**src/rtl/core/mhcs_pkg.sv**
```systemverilog
// ----------------------------------------------------------------------------
// mhcs_pkg
// Shared types, constants and the prefix table of the mail header splitter.
// ----------------------------------------------------------------------------
`default_nettype none

package mhcs_pkg;

    // hold buffer, prefix and command queue sizes
    localparam int HOLD_DEPTH      = 12;
    localparam int CONTENT_LEN     = 8;
    localparam int CMDQ_DEPTH      = 4;
    localparam int HOLD_IDX_W      = $clog2(HOLD_DEPTH + 1);
    localparam int CMDQ_PTR_W      = $clog2(CMDQ_DEPTH);
    localparam int CMDQ_CNT_W      = $clog2(CMDQ_DEPTH + 1);

    // class codes
    localparam logic [1:0] CLS_MESSAGE = 2'd0;
    localparam logic [1:0] CLS_CONTENT = 2'd1;
    localparam logic [1:0] CLS_TYPE    = 2'd2;

    // special bytes
    localparam logic [7:0] CH_TAB   = 8'h09;
    localparam logic [7:0] CH_LF    = 8'h0a;
    localparam logic [7:0] CH_CR    = 8'h0d;
    localparam logic [7:0] CH_SPACE = 8'h20;
    localparam logic [7:0] CH_COLON = 8'h3a;

    // input word
    typedef struct packed {
        logic [7:0] ch;
        logic       final_req;
    } in_word_t;

    // result word
    typedef struct packed {
        logic [7:0] out_ch;
        logic [1:0] dest;
        logic       run_end;
    } out_word_t;

    // command from front end to back end
    typedef struct packed {
        logic [7:0]            ch;
        logic [1:0]            cls;
        logic                  hold;     // store ch in the hold buffer at idx
        logic [HOLD_IDX_W-1:0] idx;
        logic [HOLD_IDX_W-1:0] cnt;      // held bytes to send
        logic                  send_ch;  // send ch after the held bytes
    } cmd_t;

    // lower-case "content-type" without the colon
    function automatic logic [7:0] prefix_char(input logic [HOLD_IDX_W-1:0] idx);
        logic [7:0] c;
        unique case (idx)
            4'd0:    c = 8'h63;  // c
            4'd1:    c = 8'h6f;  // o
            4'd2:    c = 8'h6e;  // n
            4'd3:    c = 8'h74;  // t
            4'd4:    c = 8'h65;  // e
            4'd5:    c = 8'h6e;  // n
            4'd6:    c = 8'h74;  // t
            4'd7:    c = 8'h2d;  // -
            4'd8:    c = 8'h74;  // t
            4'd9:    c = 8'h79;  // y
            4'd10:   c = 8'h70;  // p
            4'd11:   c = 8'h65;  // e
            default: c = CH_COLON;
        endcase
        return c;
    endfunction

endpackage

`default_nettype wire

```
**src/rtl/core/mhcs_front.sv**
```systemverilog
// ----------------------------------------------------------------------------
// mhcs_front
// Tracks header boundaries and the prefix match, and issues one command per
// accepted input word.
// ----------------------------------------------------------------------------
`default_nettype none

module mhcs_front
    import mhcs_pkg::*;
(
    input  wire logic     clk,
    input  wire logic     rst_n,
    input  wire logic     accept,
    input  wire in_word_t din,
    output cmd_t          cmd
);

    logic [HOLD_IDX_W-1:0] match_count_reg, match_count_next;
    logic                  decided_reg, decided_next;
    logic [1:0]            cls_reg, cls_next;
    logic                  after_nl_reg, after_nl_next;
    logic                  at_start_reg, at_start_next;

    logic                  continues;
    logic                  start;
    logic [HOLD_IDX_W-1:0] p;
    logic                  eff_decided;
    logic [1:0]            eff_cls;
    logic [7:0]            folded;
    logic [HOLD_IDX_W-1:0] held_after;

    // header boundary and case folding
    always_comb
    begin
        continues   = (din.ch == CH_SPACE) || (din.ch == CH_TAB) || (din.ch == CH_LF);
        start       = at_start_reg || (after_nl_reg && !continues);
        p           = start ? '0 : match_count_reg;
        eff_decided = start ? 1'b0 : decided_reg;
        eff_cls     = start ? CLS_MESSAGE : cls_reg;
        folded      = ((din.ch >= 8'h41) && (din.ch <= 8'h5a)) ? (din.ch + 8'd32) : din.ch;
        held_after  = p + 1'b1;
    end

    // classification and command build
    always_comb
    begin
        cmd              = '0;
        cmd.ch           = din.ch;
        match_count_next = p;
        decided_next     = eff_decided;
        cls_next         = eff_cls;
        after_nl_next    = (din.ch == CH_CR) || (din.ch == CH_LF);
        at_start_next    = 1'b0;

        priority if (eff_decided)
        begin
            cmd.cls     = eff_cls;
            cmd.send_ch = 1'b1;
        end
        else if ((p < HOLD_IDX_W'(HOLD_DEPTH)) && (folded == prefix_char(p)))
        begin
            cmd.hold         = 1'b1;
            cmd.idx          = p;
            match_count_next = held_after;
        end
        else if ((p >= HOLD_IDX_W'(HOLD_DEPTH)) && (folded == CH_COLON))
        begin
            cmd.cls          = CLS_TYPE;
            cmd.cnt          = p;
            cmd.send_ch      = 1'b1;
            cls_next         = CLS_TYPE;
            decided_next     = 1'b1;
            match_count_next = '0;
        end
        else
        begin
            cmd.cls          = (p >= HOLD_IDX_W'(CONTENT_LEN)) ? CLS_CONTENT : CLS_MESSAGE;
            cmd.cnt          = p;
            cmd.send_ch      = 1'b1;
            cls_next         = cmd.cls;
            decided_next     = 1'b1;
            match_count_next = '0;
        end

        // final word flushes an undecided header and restarts
        if (din.final_req)
        begin
            if (!decided_next)
            begin
                cmd.cls = (match_count_next >= HOLD_IDX_W'(CONTENT_LEN)) ?
                          CLS_CONTENT : CLS_MESSAGE;
                cmd.cnt = match_count_next;
            end
            match_count_next = '0;
            decided_next     = 1'b0;
            cls_next         = CLS_MESSAGE;
            after_nl_next    = 1'b0;
            at_start_next    = 1'b1;
        end
    end

    // state registers
    always_ff @(posedge clk or negedge rst_n)
    begin
        if (!rst_n)
        begin
            match_count_reg <= '0;
            decided_reg     <= 1'b0;
            cls_reg         <= CLS_MESSAGE;
            after_nl_reg    <= 1'b0;
            at_start_reg    <= 1'b1;
        end
        else if (accept)
        begin
            match_count_reg <= match_count_next;
            decided_reg     <= decided_next;
            cls_reg         <= cls_next;
            after_nl_reg    <= after_nl_next;
            at_start_reg    <= at_start_next;
        end
    end

endmodule

`default_nettype wire

```
**src/rtl/core/mhcs_cmdq.sv**
```systemverilog
// ----------------------------------------------------------------------------
// mhcs_cmdq
// Short command queue between the front end and the back end.
// ----------------------------------------------------------------------------
`default_nettype none

module mhcs_cmdq
    import mhcs_pkg::*;
(
    input  wire logic clk,
    input  wire logic rst_n,
    input  wire logic wr_en,
    input  wire cmd_t wr_cmd,
    output logic      full,
    input  wire logic rd_en,
    output cmd_t      rd_cmd,
    output logic      nonempty
);

    cmd_t                  slot_reg [CMDQ_DEPTH];
    logic [CMDQ_PTR_W-1:0] wr_ptr_reg, wr_ptr_next;
    logic [CMDQ_PTR_W-1:0] rd_ptr_reg, rd_ptr_next;
    logic [CMDQ_CNT_W-1:0] count_reg, count_next;

    // status and read data
    always_comb
    begin
        full        = (count_reg == CMDQ_CNT_W'(CMDQ_DEPTH));
        nonempty    = (count_reg != '0);
        rd_cmd      = slot_reg[rd_ptr_reg];
        wr_ptr_next = wr_en ? wr_ptr_reg + 1'b1 : wr_ptr_reg;
        rd_ptr_next = rd_en ? rd_ptr_reg + 1'b1 : rd_ptr_reg;
        count_next  = count_reg + CMDQ_CNT_W'(wr_en) - CMDQ_CNT_W'(rd_en);
    end

    // pointers
    always_ff @(posedge clk or negedge rst_n)
    begin
        if (!rst_n)
        begin
            wr_ptr_reg <= '0;
            rd_ptr_reg <= '0;
            count_reg  <= '0;
        end
        else
        begin
            wr_ptr_reg <= wr_ptr_next;
            rd_ptr_reg <= rd_ptr_next;
            count_reg  <= count_next;
        end
    end

    // storage
    always_ff @(posedge clk)
    begin
        if (wr_en)
        begin
            slot_reg[wr_ptr_reg] <= wr_cmd;
        end
    end

endmodule

`default_nettype wire

```
**src/rtl/core/mhcs_back.sv**
```systemverilog
// ----------------------------------------------------------------------------
// mhcs_back
// Holds undecided bytes and sends each command's words, one per cycle while the
// output register is free or popped, into the output register.
// ----------------------------------------------------------------------------
`default_nettype none

module mhcs_back
    import mhcs_pkg::*;
(
    input  wire logic clk,
    input  wire logic rst_n,
    input  wire cmd_t cmd,
    input  wire logic cmd_avail,
    output logic      cmd_take,
    output out_word_t dout,
    output logic      empty,
    input  wire logic pop
);

    logic [7:0]            hold_reg [HOLD_DEPTH];
    cmd_t                  cur_reg;
    logic                  busy_reg, busy_next;
    logic [HOLD_IDX_W-1:0] pos_reg, pos_next;
    out_word_t             out_reg;
    logic                  out_valid_reg, out_valid_next;

    logic [HOLD_IDX_W-1:0] total_cur;
    logic [HOLD_IDX_W-1:0] total_new;
    logic                  send;
    logic                  last;
    logic [7:0]            item_ch;

    // sequencing of the current command
    always_comb
    begin
        total_cur = cur_reg.cnt + HOLD_IDX_W'(cur_reg.send_ch);
        total_new = cmd.cnt + HOLD_IDX_W'(cmd.send_ch);
        send      = busy_reg && (!out_valid_reg || pop);
        last      = (pos_reg == total_cur - 1'b1);
        cmd_take  = cmd_avail && (!busy_reg || (send && last));
        if ((pos_reg < cur_reg.cnt) && (pos_reg < HOLD_IDX_W'(HOLD_DEPTH)))
        begin
            item_ch = hold_reg[pos_reg];
        end
        else
        begin
            item_ch = cur_reg.ch;
        end

        busy_next = busy_reg;
        pos_next  = pos_reg;
        if (cmd_take)
        begin
            busy_next = (total_new != '0);
            pos_next  = '0;
        end
        else if (send)
        begin
            busy_next = !last;
            pos_next  = pos_reg + 1'b1;
        end

        out_valid_next = send ? 1'b1 : (pop ? 1'b0 : out_valid_reg);
        empty          = !out_valid_reg;
        dout           = out_reg;
    end

    // control registers
    always_ff @(posedge clk or negedge rst_n)
    begin
        if (!rst_n)
        begin
            busy_reg      <= 1'b0;
            pos_reg       <= '0;
            out_valid_reg <= 1'b0;
        end
        else
        begin
            busy_reg      <= busy_next;
            pos_reg       <= pos_next;
            out_valid_reg <= out_valid_next;
        end
    end

    // command, hold buffer and output word
    always_ff @(posedge clk)
    begin
        if (cmd_take)
        begin
            cur_reg <= cmd;
            if (cmd.hold)
            begin
                hold_reg[cmd.idx] <= cmd.ch;
            end
        end
        if (send)
        begin
            out_reg.out_ch  <= item_ch;
            out_reg.dest    <= cur_reg.cls;
            out_reg.run_end <= last;
        end
    end

endmodule

`default_nettype wire

```
**src/rtl/core/mail_header_class_splitter_core.sv**
```systemverilog
// ----------------------------------------------------------------------------
// mail_header_class_splitter_core
// Splits a mail header block into message, content and content-type words.
// ----------------------------------------------------------------------------
// A byte is taken on every cycle in which push is high and full is low; the
// front end classifies it in that cycle and drops a command into a 4-deep
// queue. The back end takes at most one command per cycle, none while still
// busy with the last, and turns it into its result words through a single
// output register at one word per cycle while pop frees it. A command that
// releases n held bytes plus the byte itself sends n+1 words, at most 13. A
// command that only stores a byte in the hold buffer sends nothing but still
// takes a back-end turn, so each held byte, up to the 12 of the prefix, costs
// the back end once when stored and once more when sent. Bytes of a header
// whose class is known go through at one per cycle with pop held high. With
// an idle back end a byte passes the command queue, the current-command
// register and the output register in that order. Input is refused only
// while the command queue is full. No clearing pass is needed after reset.
`default_nettype none

module mail_header_class_splitter_core
    import mhcs_pkg::*;
(
    input  wire logic      clk,
    input  wire logic      rst_n,
    input  wire logic      push,
    output logic           full,
    input  wire in_word_t  din,
    input  wire logic      pop,
    output logic           empty,
    output out_word_t      dout
);

    cmd_t front_cmd;
    cmd_t back_cmd;
    logic accept;
    logic cmd_avail;
    logic cmd_take;

    // input word accepted
    assign accept = push && !full;

    // classifier
    mhcs_front u_front (
        .clk    (clk),
        .rst_n  (rst_n),
        .accept (accept),
        .din    (din),
        .cmd    (front_cmd)
    );

    // command queue
    mhcs_cmdq u_cmdq (
        .clk      (clk),
        .rst_n    (rst_n),
        .wr_en    (accept),
        .wr_cmd   (front_cmd),
        .full     (full),
        .rd_en    (cmd_take),
        .rd_cmd   (back_cmd),
        .nonempty (cmd_avail)
    );

    // output sequencer
    mhcs_back u_back (
        .clk       (clk),
        .rst_n     (rst_n),
        .cmd       (back_cmd),
        .cmd_avail (cmd_avail),
        .cmd_take  (cmd_take),
        .dout      (dout),
        .empty     (empty),
        .pop       (pop)
    );

endmodule

`default_nettype wire

```
**config.mk**
```make
export PLATFORM = sky130hd
export DESIGN_NAME = mail_header_class_splitter_core
export DESIGN_NICKNAME = d
export VERILOG_FILES = /design/src/rtl/core/mhcs_pkg.sv /design/src/rtl/core/mhcs_front.sv /design/src/rtl/core/mhcs_cmdq.sv /design/src/rtl/core/mhcs_back.sv /design/src/rtl/core/mail_header_class_splitter_core.sv
export SDC_FILE = /design/constraint.sdc
export NUM_CORES = 1
export LEC_CHECK = 0
export ABC_AREA = 1
export BUFFER_PORTS_ARGS = -buffer_cell sky130_fd_sc_hd__buf_2
export CORE_MARGIN = 3
export CORE_UTILIZATION = 45
export DETAILED_ROUTE_END_ITERATION = 8
export MAX_ROUTING_LAYER = met4
export PLACE_DENSITY = 0.57
export SLEW_MARGIN = 10
export SYNTH_ARGS = -nofsm -noshare
export SYNTH_HDL_FRONTEND = slang
export SYNTH_SLANG_ARGS = --single-unit
```
**constraint.sdc**
```tcl
create_clock -name clk -period 5.3 [get_ports clk]
set_input_delay 0.265 -clock clk [delete_from_list [all_inputs] [get_ports clk]]
set_output_delay 0.265 -clock clk [all_outputs]
set_load 0.02 [all_outputs]
```
==> impl_results.md, run 1 <==
- Status: completed
- Die height: 153 microns
- CP Launch Type: flip-flop
- Switching pwr: 2.14 mW
- Number of synthesis warnings: 0
- Fillers: 1841
- Arrival time worst endpoint: 3.88 ns
- Via count: 6392
- Core Area: 21200 sq um
- # port buffers: 25
- # DRC: 0
- Avg Inst Size Synth: 11.5 sq um
- Non-Filler Cell Area, Final: 11000 sq um
- # IOs: 26
- Num CTS Buffers: 24
- CTS clk-pin slew, worst paths: 0.06 ns
- Layout cell share with drive strength beyond 1: 0.111
- Fin nets: 915
- Worst clock skew: 0.00826 ns
- Placer Congestion: 0.899
- Pwr per Cell Area: 560 nW/um^2
- Seq/Total Area, Yosys: 0.679
- Yosys reg bits: 224
- TritonCTS clock tree: yes
- Worst-Skew Late Latency: 0.51 ns
- Final setup viols: 0
- Ys async rst share: 0.0982
- Vias in the first global route: 6330
- Area Overhead vs Synth: 12.6%
- Post-CTS resize count: 0
- Wire per inst: 18.0 microns
- Yosys cell types: 36
- Synth Flop Type: edfxtp_1
- Minimum clock period: 3.49 ns
- Post-synth top area cell: edfxtp_1
- Area of the die: 23400 sq um
- Clock buffer depth: 3
- Hold Crit Class: primary input to flip-flop
- Max FFs per register: 96
- Final hold violation count: 0
- Rows: 53
- Postcts setup bufs: 0
- Root Buffer: clkbuf_16
- Placed inst area: 10200 sq um
- Htree depth: 1
- Slew headroom: 0.295
- Setup crit end kind: flip-flop
- Final WL: 21100 microns
- Worst-margin pin slew: 1.06 ns
- Net Count, Synth: 880
- Yosys top cell area share: 0.623
- Crit-path max FO: 21
- Hold_buf cts: 2
- Overall routing resource usage: 0.186
- Synth area leaders: edfxtp_1 (62%), dfrtp_1 (5.4%), o21ai_0 (5.2%), nor2_1 (4.9%), nand2_1 (4.4%)
- Initial DRC Count: 533
- Period utilization: 0.659
- Clock power share: 0.259
- RSZ-0062 raised after global routing: no
- FF+latch area: 6620 sq um
- Area of the multi-input gates: 2750 sq um
- Max IR drop VDD: 258 uV
- Leakage: 4.02 nW
- Commonest cells in the netlist: edfxtp_1 (202), nor2_1 (128), nand2_1 (115), o21ai_0 (102), inv_1 (59)
- First-pass GRT wire length: 34200 microns
- Post-route ant nets: 0
- Maximum clock frequency: 286 MHz
- Top-count cell post-synth: edfxtp_1
- Logic gate share of total power: 0.313
- Starting density of the core: 0.460
- Dpl hpwl: 13700 microns
- Max cap viols: 0
- Synth Cell Area: 9740 sq um
- Largest net degree at the start of global routing: 53
- Remaining Overflow, GRT: 0
- Number of synthesized flops with an enable pin: 202
- Internal power: 4.00 mW
- Vias/cell: 5.45
- Pre-antenna DRT Iters: 4
- Required @ worst endpoint: 5.69 ns
- Sequential cell fraction of total power: 0.428
- Diodes inserted: 0
- Crit path kind: flip-flop to flip-flop
- Switching share of power: 0.349
- Total Power: 6.14 mW
- Pins Over Slew Limit: 0
- # clock sinks: 224
- Cell count after synthesis: 845
- Initial antenna violation count: 0
- Chip width: 153 microns
- Setup TNS: 0 ns
power groups by stage:
stage	Sequential, mW	Combinational (mW)	Clock, mW
after floorplan	2.66	1.24	0
after global placement	2.66	1.89	0
after detailed placement	2.66	1.94	0
after CTS	2.63	1.95	1.63
after global routing	2.66	2.17	1.70
final	2.63	1.92	1.59
worst max-delay path: stages, from the launching register on:
cell and delay [ns]:
dfrtp_1 0.75, xnor2_1 0.20, xor2_1 0.16, nand3_1 0.11, o21ai_0 0.22, nand2_1 0.15, inv_1 0.61, ha_1 0.35
inv_1 0.05, ha_1 0.13, inv_1 0.05, fa_1 0.39, xor2_1 0.19
layout by cell type, fill, tap and decap left out, drive strengths merged, types with 2 or more instances in the layout:
cell type      n
nor4           2
a32oi          4
clkinv         4
nor2         137
dfrtp         21
inv           64
buf           42
xnor2          6
nand3         42
nor3           4
o21ai        106
dlygate4sd3    2
nand2        120
o221ai         8
ha            21
xor2           6
o22ai         32
a21oi         18
nand4          7
edfxtp       202
clkbuf        37
mux2           4
per-layer routing:
metal / up-vias / GRT usage / part of all wire
li1: 3065 / - / -
met1: 3140 / 0.265 / 0.47
met2: 157 / 0.285 / 0.46
met3: 30 / 0.0272 / 0.043
met4: 0 / 0.0467 / 0.022
met5: - / - / 0
path summary, 6_finish.rpt:
path,from,slack (ns),end,cells after the start
min in group asynchronous,rst_n,0.29,u_cmdq.count_reg[2],2
min,din[8],0.04,u_cmdq.slot_reg[3][19],1
max in group asynchronous,rst_n,4.63,u_front.at_start_reg,2
max reg2reg,u_back.pos_reg[2],1.81,u_cmdq.count_reg[2],12
min reg2reg,u_back.cur_reg[10],0.42,u_back.dout[1],0
max,u_back.pos_reg[2],1.81,u_cmdq.count_reg[2],12
stage by stage:
step	setup WS (ns)	utilization	hold slack (ns)	cells
2_1_floorplan	2.29	-	-0.0306	845
3_3_place_gp	1.88	0.482	0.284	1127
3_5_place_dp	1.77	0.482	0.298	1127
4_1_cts	1.75	0.519	0.0120	1173
5_1_grt	1.52	0.519	0.0377	1173
6_report	1.81	0.519	0.0357	1173
kinds of logic (layout without fill, tap and decap cells):
kind of cell | Yosys count | count (layout) | share of synthesized area
AO/OA/AOI/OAI | 171 | 171 | 0.0975
XOR/XNOR | 12 | 12 | 0.0108
multiplexers | 4 | 4 | 0.00462
flip-flops | 224 | 224 | 0.679
AND/OR/NAND/NOR | 314 | 314 | 0.140
adder cells (fa/ha/maj) | 22 | 22 | 0.0290
buffers and inverters | 98 | 151 | 0.0387
layout make-up:
class,count,share of cell area
Inverter,63,0.0216
Tap cell,275,0.0314
Sequential cell,224,0.603
Multi-Input combinational cell,523,0.250
Clock inverter,7,0.00582
Timing Repair Buffer,44,0.0249
Clock buffer,37,0.0630
No activity file was read; power rests on OpenSTA's default activity.
==> inputs of run 2 (changes only) <==
- clock period: 5.3 -> 3.3 ns (I/O delays scaled with it)
==> impl_results.md, run 2 (synthesis gave the netlist of run 1 again) <==
- Post-route ant nets: 0
- Worst-Skew Late Latency: 0.51 ns
- Core Area: 21200 sq um
- Initial DRC Count: 561
- Dpl hpwl: 13900 microns
- CTS clk-pin slew, worst paths: 0.06 ns
- Area of the die: 23400 sq um
- Slew headroom: 0.208
- CP Launch Type: primary input
- First-pass GRT wire length: 34700 microns
- Fin util: 0.536
- Pre-antenna DRT Iters: 5
- Commonest non-fill, non-tap cell in the layout: edfxtp_1
- Vias/cell: 5.41
- Minimum clock period: 2.98 ns
- Max FFs per register: 96
- Max IR drop VDD: 596 uV
- Worst Path Buf+Inv: 5
- Hold Crit Class: primary input to flip-flop
- Rows: 53
- Commonest non-fill, non-tap cells in the layout: edfxtp_1 (202), nor2_1 (124), nand2_1 (115)
- Chip width: 153 microns
- Crit path kind: primary input to flip-flop
- Final hold violation count: 0
- Via count: 6511
- Maximum clock frequency: 335 MHz
- # DRC: 0
- Period utilization: 0.905
- Arrival time worst endpoint: 3.32 ns
- Die height: 153 microns
- CP delay by family, top: simple AND/OR/NAND/NOR gates
- # port buffers: 25
- Worst-margin pin slew: 1.19 ns
- Overall routing resource usage: 0.191
- Fillers: 1773
- # clock sinks: 224
- Crit-path max FO: 8
- Remaining Overflow, GRT: 0
- Required @ worst endpoint: 3.64 ns
- Layout cell share with drive strength beyond 1: 0.145
- Wire per inst: 18.4 microns
- Max cap viols: 0
- Fin nets: 945
- Final setup viols: 0
- CP max-delay cell: dlygate4sd3_1
- Num CTS Buffers: 25
- RSZ-0062 raised after global routing: no
- Final WL: 22100 microns
- Htree depth: 1
- Pwr per Cell Area: 893 nW/um^2
- # IOs: 26
- Area Overhead vs Synth: 16.4%
- Clock buffer depth: 3
- Starting density of the core: 0.460
- Worst clock skew: 0.0151 ns
- Placer Congestion: 0.891
- TritonCTS clock tree: yes
- Leakage: 4.21 nW
- Diodes inserted: 0
- Status: completed
- Setup crit end kind: flip-flop
- Setup TNS: 0 ns
- FF+latch area: 6620 sq um
- Area of the multi-input gates: 2820 sq um
- Vias in the first global route: 6278
- Max incr delay on CP: 0.53 ns
- Pins Over Slew Limit: 0
- Largest net degree at the start of global routing: 52
- Worst-path cell chain: dlygate4sd3_1 > buf_2 > inv_2 > nor2_2 > nand2_1 > nor2_1 > nor2_2 > nand2_4 > nand2_2 > inv_1 > nand2_1 > inv_1 > ha_2 > ha_1 > nand3_1 > a21oi_1 > nand2_1 > nor2_2 > nand3_4 > nor2_4 > nand3_1 > o21ai_2
- Root Buffer: clkbuf_16
- Initial antenna violation count: 0
## run 2: report_power, final
group	switching [mW]	internal (mW)
clock network	1.06	1.62
registers	0.148	4.00
logic	2.32	0.975
total	3.52	6.59
## run 2: final timing paths
check                                             end  depth (start not counted)                from  slack [ns]
max in group asynchronous        u_front.at_start_reg                          2               rst_n        2.74
min reg2reg                            u_back.dout[1]                          0  u_back.cur_reg[10]        0.42
max reg2reg                       u_cmdq.count_reg[2]                         15   u_back.cur_reg[1]        0.32
max                             u_cmdq.slot_reg[1][4]                         22              din[4]        0.32
min                        u_front.match_count_reg[2]                          4              din[0]        0.07
min in group asynchronous         u_cmdq.count_reg[1]                          2               rst_n        0.18
## run 2: routing by layer
metal / track usage / vias up / part of all wire
met5: - / - / 0
met4: 0.0352 / 0 / 0.015
met3: 0.0255 / 28 / 0.049
met2: 0.309 / 155 / 0.49
met1: 0.265 / 3207 / 0.45
li1: - / 3121 / -
## run 2: layout make-up
class / instances / area share
clock buffer: 30 / 0.0569
inverter: 63 / 0.0209
sequential: 224 / 0.584
multi-input combinational: 523 / 0.249
timing repair buffer: 73 / 0.0464
tap: 275 / 0.0304
clock inverter: 15 / 0.0129
## run 2: timing repair
action                                 CTS  global route
endpoints found under the hold margin   54             0
setup buffers                            0             2
setup endpoints to repair                0            40
gates resized for setup                  0            15
hold buffers                            10             0
## run 2: through the flow
step	total power, mW	setup slack, ns	cells	hold WS (ns)	area [sq um]
floorplan	6.27	0.292	845	-0.131	9740
global placement	7.39	0.307	1146	0.172	10400
detailed placement	7.50	0.163	1146	0.188	10400
CTS	10.2	0.130	1201	0.0372	11200
global route	10.8	0.0163	1203	0.0886	11300
finish	10.1	0.315	1203	0.0693	11300
## run 2: worst register-to-register path, delay by kind of cell (launching register included)
kind	cells	cell delay, ns
buf+inv	4	0.31
simple gates	2	0.32
xor+xnor	3	0.50
compound gates	1	0.23
fa+ha+maj	5	1.13
flops	1	0.36
==> inputs of run 3 (changes only) <==
- ABC_AREA: 1 -> default
==> impl_results.md, run 3 <==
- Status: completed
- Area of the die: 23000 sq um
- Cell count after synthesis: 571
- Max FFs per register: 96
- Top-count cell post-synth: edfxtp_1
- Worst Path Buf+Inv: 2
- Setup TNS: 0 ns
- Number of synthesis warnings: 0
- Fin nets: 691
- Commonest cells in the netlist: edfxtp_1 (202), mux4_2 (44), nand2_1 (37), nor2_1 (37), inv_1 (25)
- Final setup viols: 0
- First-pass GRT wire length: 28800 microns
- Setup crit end kind: flip-flop
- Non-Filler Cell Area, Final: 11200 sq um
- Period utilization: 0.930
- Area Overhead vs Synth: 17.4%
- # port buffers: 25
- Net Count, Synth: 606
- Worst-path cell chain: a31oi_4 > nand2_2 > inv_1 > ha_4 > o21ai_0 > o211a_1 > or3_1 > a221oi_2 > nand4bb_2 > buf_4 > nor3_1
- # DRC: 0
- Final WL: 17700 microns
- Placed cells: 894
- Total Power: 8.97 mW
- Fin util: 0.546
- CP max-delay cell: dfstp_2
- CP Launch Type: flip-flop
- Commonest non-fill, non-tap cells in the layout: edfxtp_1 (202), buf_4 (52), mux4_2 (44)
- Htree depth: 1
- Leakage: 3.92 nW
- Clock buffer depth: 3
- Fillers: 1690
- Remaining Overflow, GRT: 0
- Die height: 152 microns
- FF+latch area: 6620 sq um
- Commonest non-fill, non-tap cell in the layout: edfxtp_1
- Yosys top cell area share: 0.635
- Chip width: 152 microns
- Crit-path max FO: 6
- Wire per inst: 18.8 microns
- # clock sinks: 224
- Hold Crit Class: primary input to flip-flop
- Overall routing resource usage: 0.166
- Crit path kind: flip-flop to flip-flop
- Starting density of the core: 0.465
- Initial antenna violation count: 0
- Diodes inserted: 0
- Avg Inst Size Synth: 16.7 sq um
- Largest net degree at the start of global routing: 29
- Placer Congestion: 0.862
- Number of synthesized flops with an enable pin: 202
- Layout cell share with drive strength beyond 1: 0.270
- Root Buffer: clkbuf_16
- Ys async rst share: 0.0982
- Vias in the first global route: 5276
- Dpl hpwl: 12100 microns
- Rows: 52
- Hold WS: 0.0341 ns
- Arrival time worst endpoint: 3.31 ns
- # IOs: 26
- Max incr delay on CP: 0.56 ns
- Max IR drop VDD: 281 uV
- Post-synth top area cell: edfxtp_1
- Required @ worst endpoint: 3.54 ns
- Vias/cell: 5.46
- Synth Cell Area: 9550 sq um
- Maximum clock frequency: 326 MHz
- Seq/Total Area, Yosys: 0.693
- Pins Over Slew Limit: 0
- Via count: 5152
- Pre-antenna DRT Iters: 4
- TritonCTS clock tree: yes
- CP delay by family, top: simple AND/OR/NAND/NOR gates
- Num CTS Buffers: 24
- Slew headroom: 0.500
- Worst clock skew: 0.0119 ns
- CTS clk-pin slew, worst paths: 0.06 ns
- Post-route ant nets: 0
- Yosys cell types: 65
- Final hold violation count: 0
- Worst-margin pin slew: 0.750 ns
- Non-Filler Instances: 943
- Max cap viols: 0
- Dpl ws: -0.341 ns
- Minimum clock period: 3.07 ns
- Area of the multi-input gates: 2840 sq um
- Setup ws final: 0.230 ns
- Placed inst area: 10400 sq um
- Core Area: 20600 sq um
- RSZ-0062 raised after global routing: no
- Synth area leaders: edfxtp_1 (63%), mux4_2 (10%), dfrtp_1 (5.5%), ha_1 (2.8%), nand2_1 (1.5%)
- Initial DRC Count: 288
- Pwr per Cell Area: 799 nW/um^2
- Synth Flop Type: edfxtp_1
- Yosys reg bits: 224
- Worst-Skew Late Latency: 0.52 ns
run 3: worst paths after layout:
kind                                 startpoint                     end  slack, ns  cells after the start
max in group asynchronous                 rst_n     u_cmdq.count_reg[1]       2.72                      2
min in group asynchronous                 rst_n    u_cmdq.wr_ptr_reg[1]       0.18                      2
hold reg to reg              u_back.cur_reg[10]          u_back.dout[1]       0.42                      0
hold / removal                           din[1]  u_cmdq.slot_reg[1][12]       0.03                      2
setup reg to reg           u_front.at_start_reg   u_cmdq.slot_reg[2][7]       0.23                     11
setup / recovery           u_front.at_start_reg   u_cmdq.slot_reg[2][7]       0.23                     11
run 3: report_power, final:
group	total (mW)	switching, mW	internal [mW]
registers	4.01	0.204	3.80
logic	2.43	1.40	1.03
clock network	2.53	1.03	1.50
total	8.97	2.64	6.33
run 3: cells by family (layout without fill, tap and decap cells):
family                     count (synthesis)  in the layout  share of synthesized area
AOI/OAI and AO/OA                         70             70                     0.0524
xor gates and xnor gates                  17             17                     0.0156
adders and majority gates                 22             22                     0.0296
buffers and inverters                     49            151                     0.0210
DFF                                      224            224                      0.693
muxes                                     58             58                      0.119
and+or+nand+nor                          131            131                     0.0699
run 3: final cells by class:
| type | count | share of cell area |
|---|---|---|
| clock inverters | 14 | 0.0124 |
| repair buffers | 82 | 0.0504 |
| inverters | 26 | 0.00870 |
| flip-flops and latches | 224 | 0.590 |
| clock buffers | 29 | 0.0552 |
| multi-input cells | 298 | 0.253 |
| well taps | 270 | 0.0301 |
run 3: layer usage:
| layer | global-route usage | share of wire | vias to the layer above |
|---|---|---|---|
| met2 | 0.273 | 0.50 | 93 |
| met1 | 0.224 | 0.44 | 2637 |
| met3 | 0.0250 | 0.039 | 29 |
| met4 | 0.0377 | 0.017 | 0 |
| li1 | - | - | 2393 |
| met5 | - | 0 | - |
run 3: worst register-to-register path, stage by stage, from the launching register on:
cell and delay (ns):
dfstp_2 0.56, a31oi_4 0.05, nand2_2 0.09, inv_1 0.08, ha_4 0.30, o21ai_0 0.09, o211a_1 0.15, or3_1 0.39
a221oi_2 0.28, nand4bb_2 0.22, buf_4 0.20, nor3_1 0.41
run 3: timing repair:
| action | CTS | global route |
|---|---|---|
| hold buffers | 5 | 0 |
| endpoints found under the setup margin | 0 | 58 |
| hold endpoints to repair | 26 | 0 |
| resized for setup | 0 | 9 |
| setup buffers | 0 | 1 |
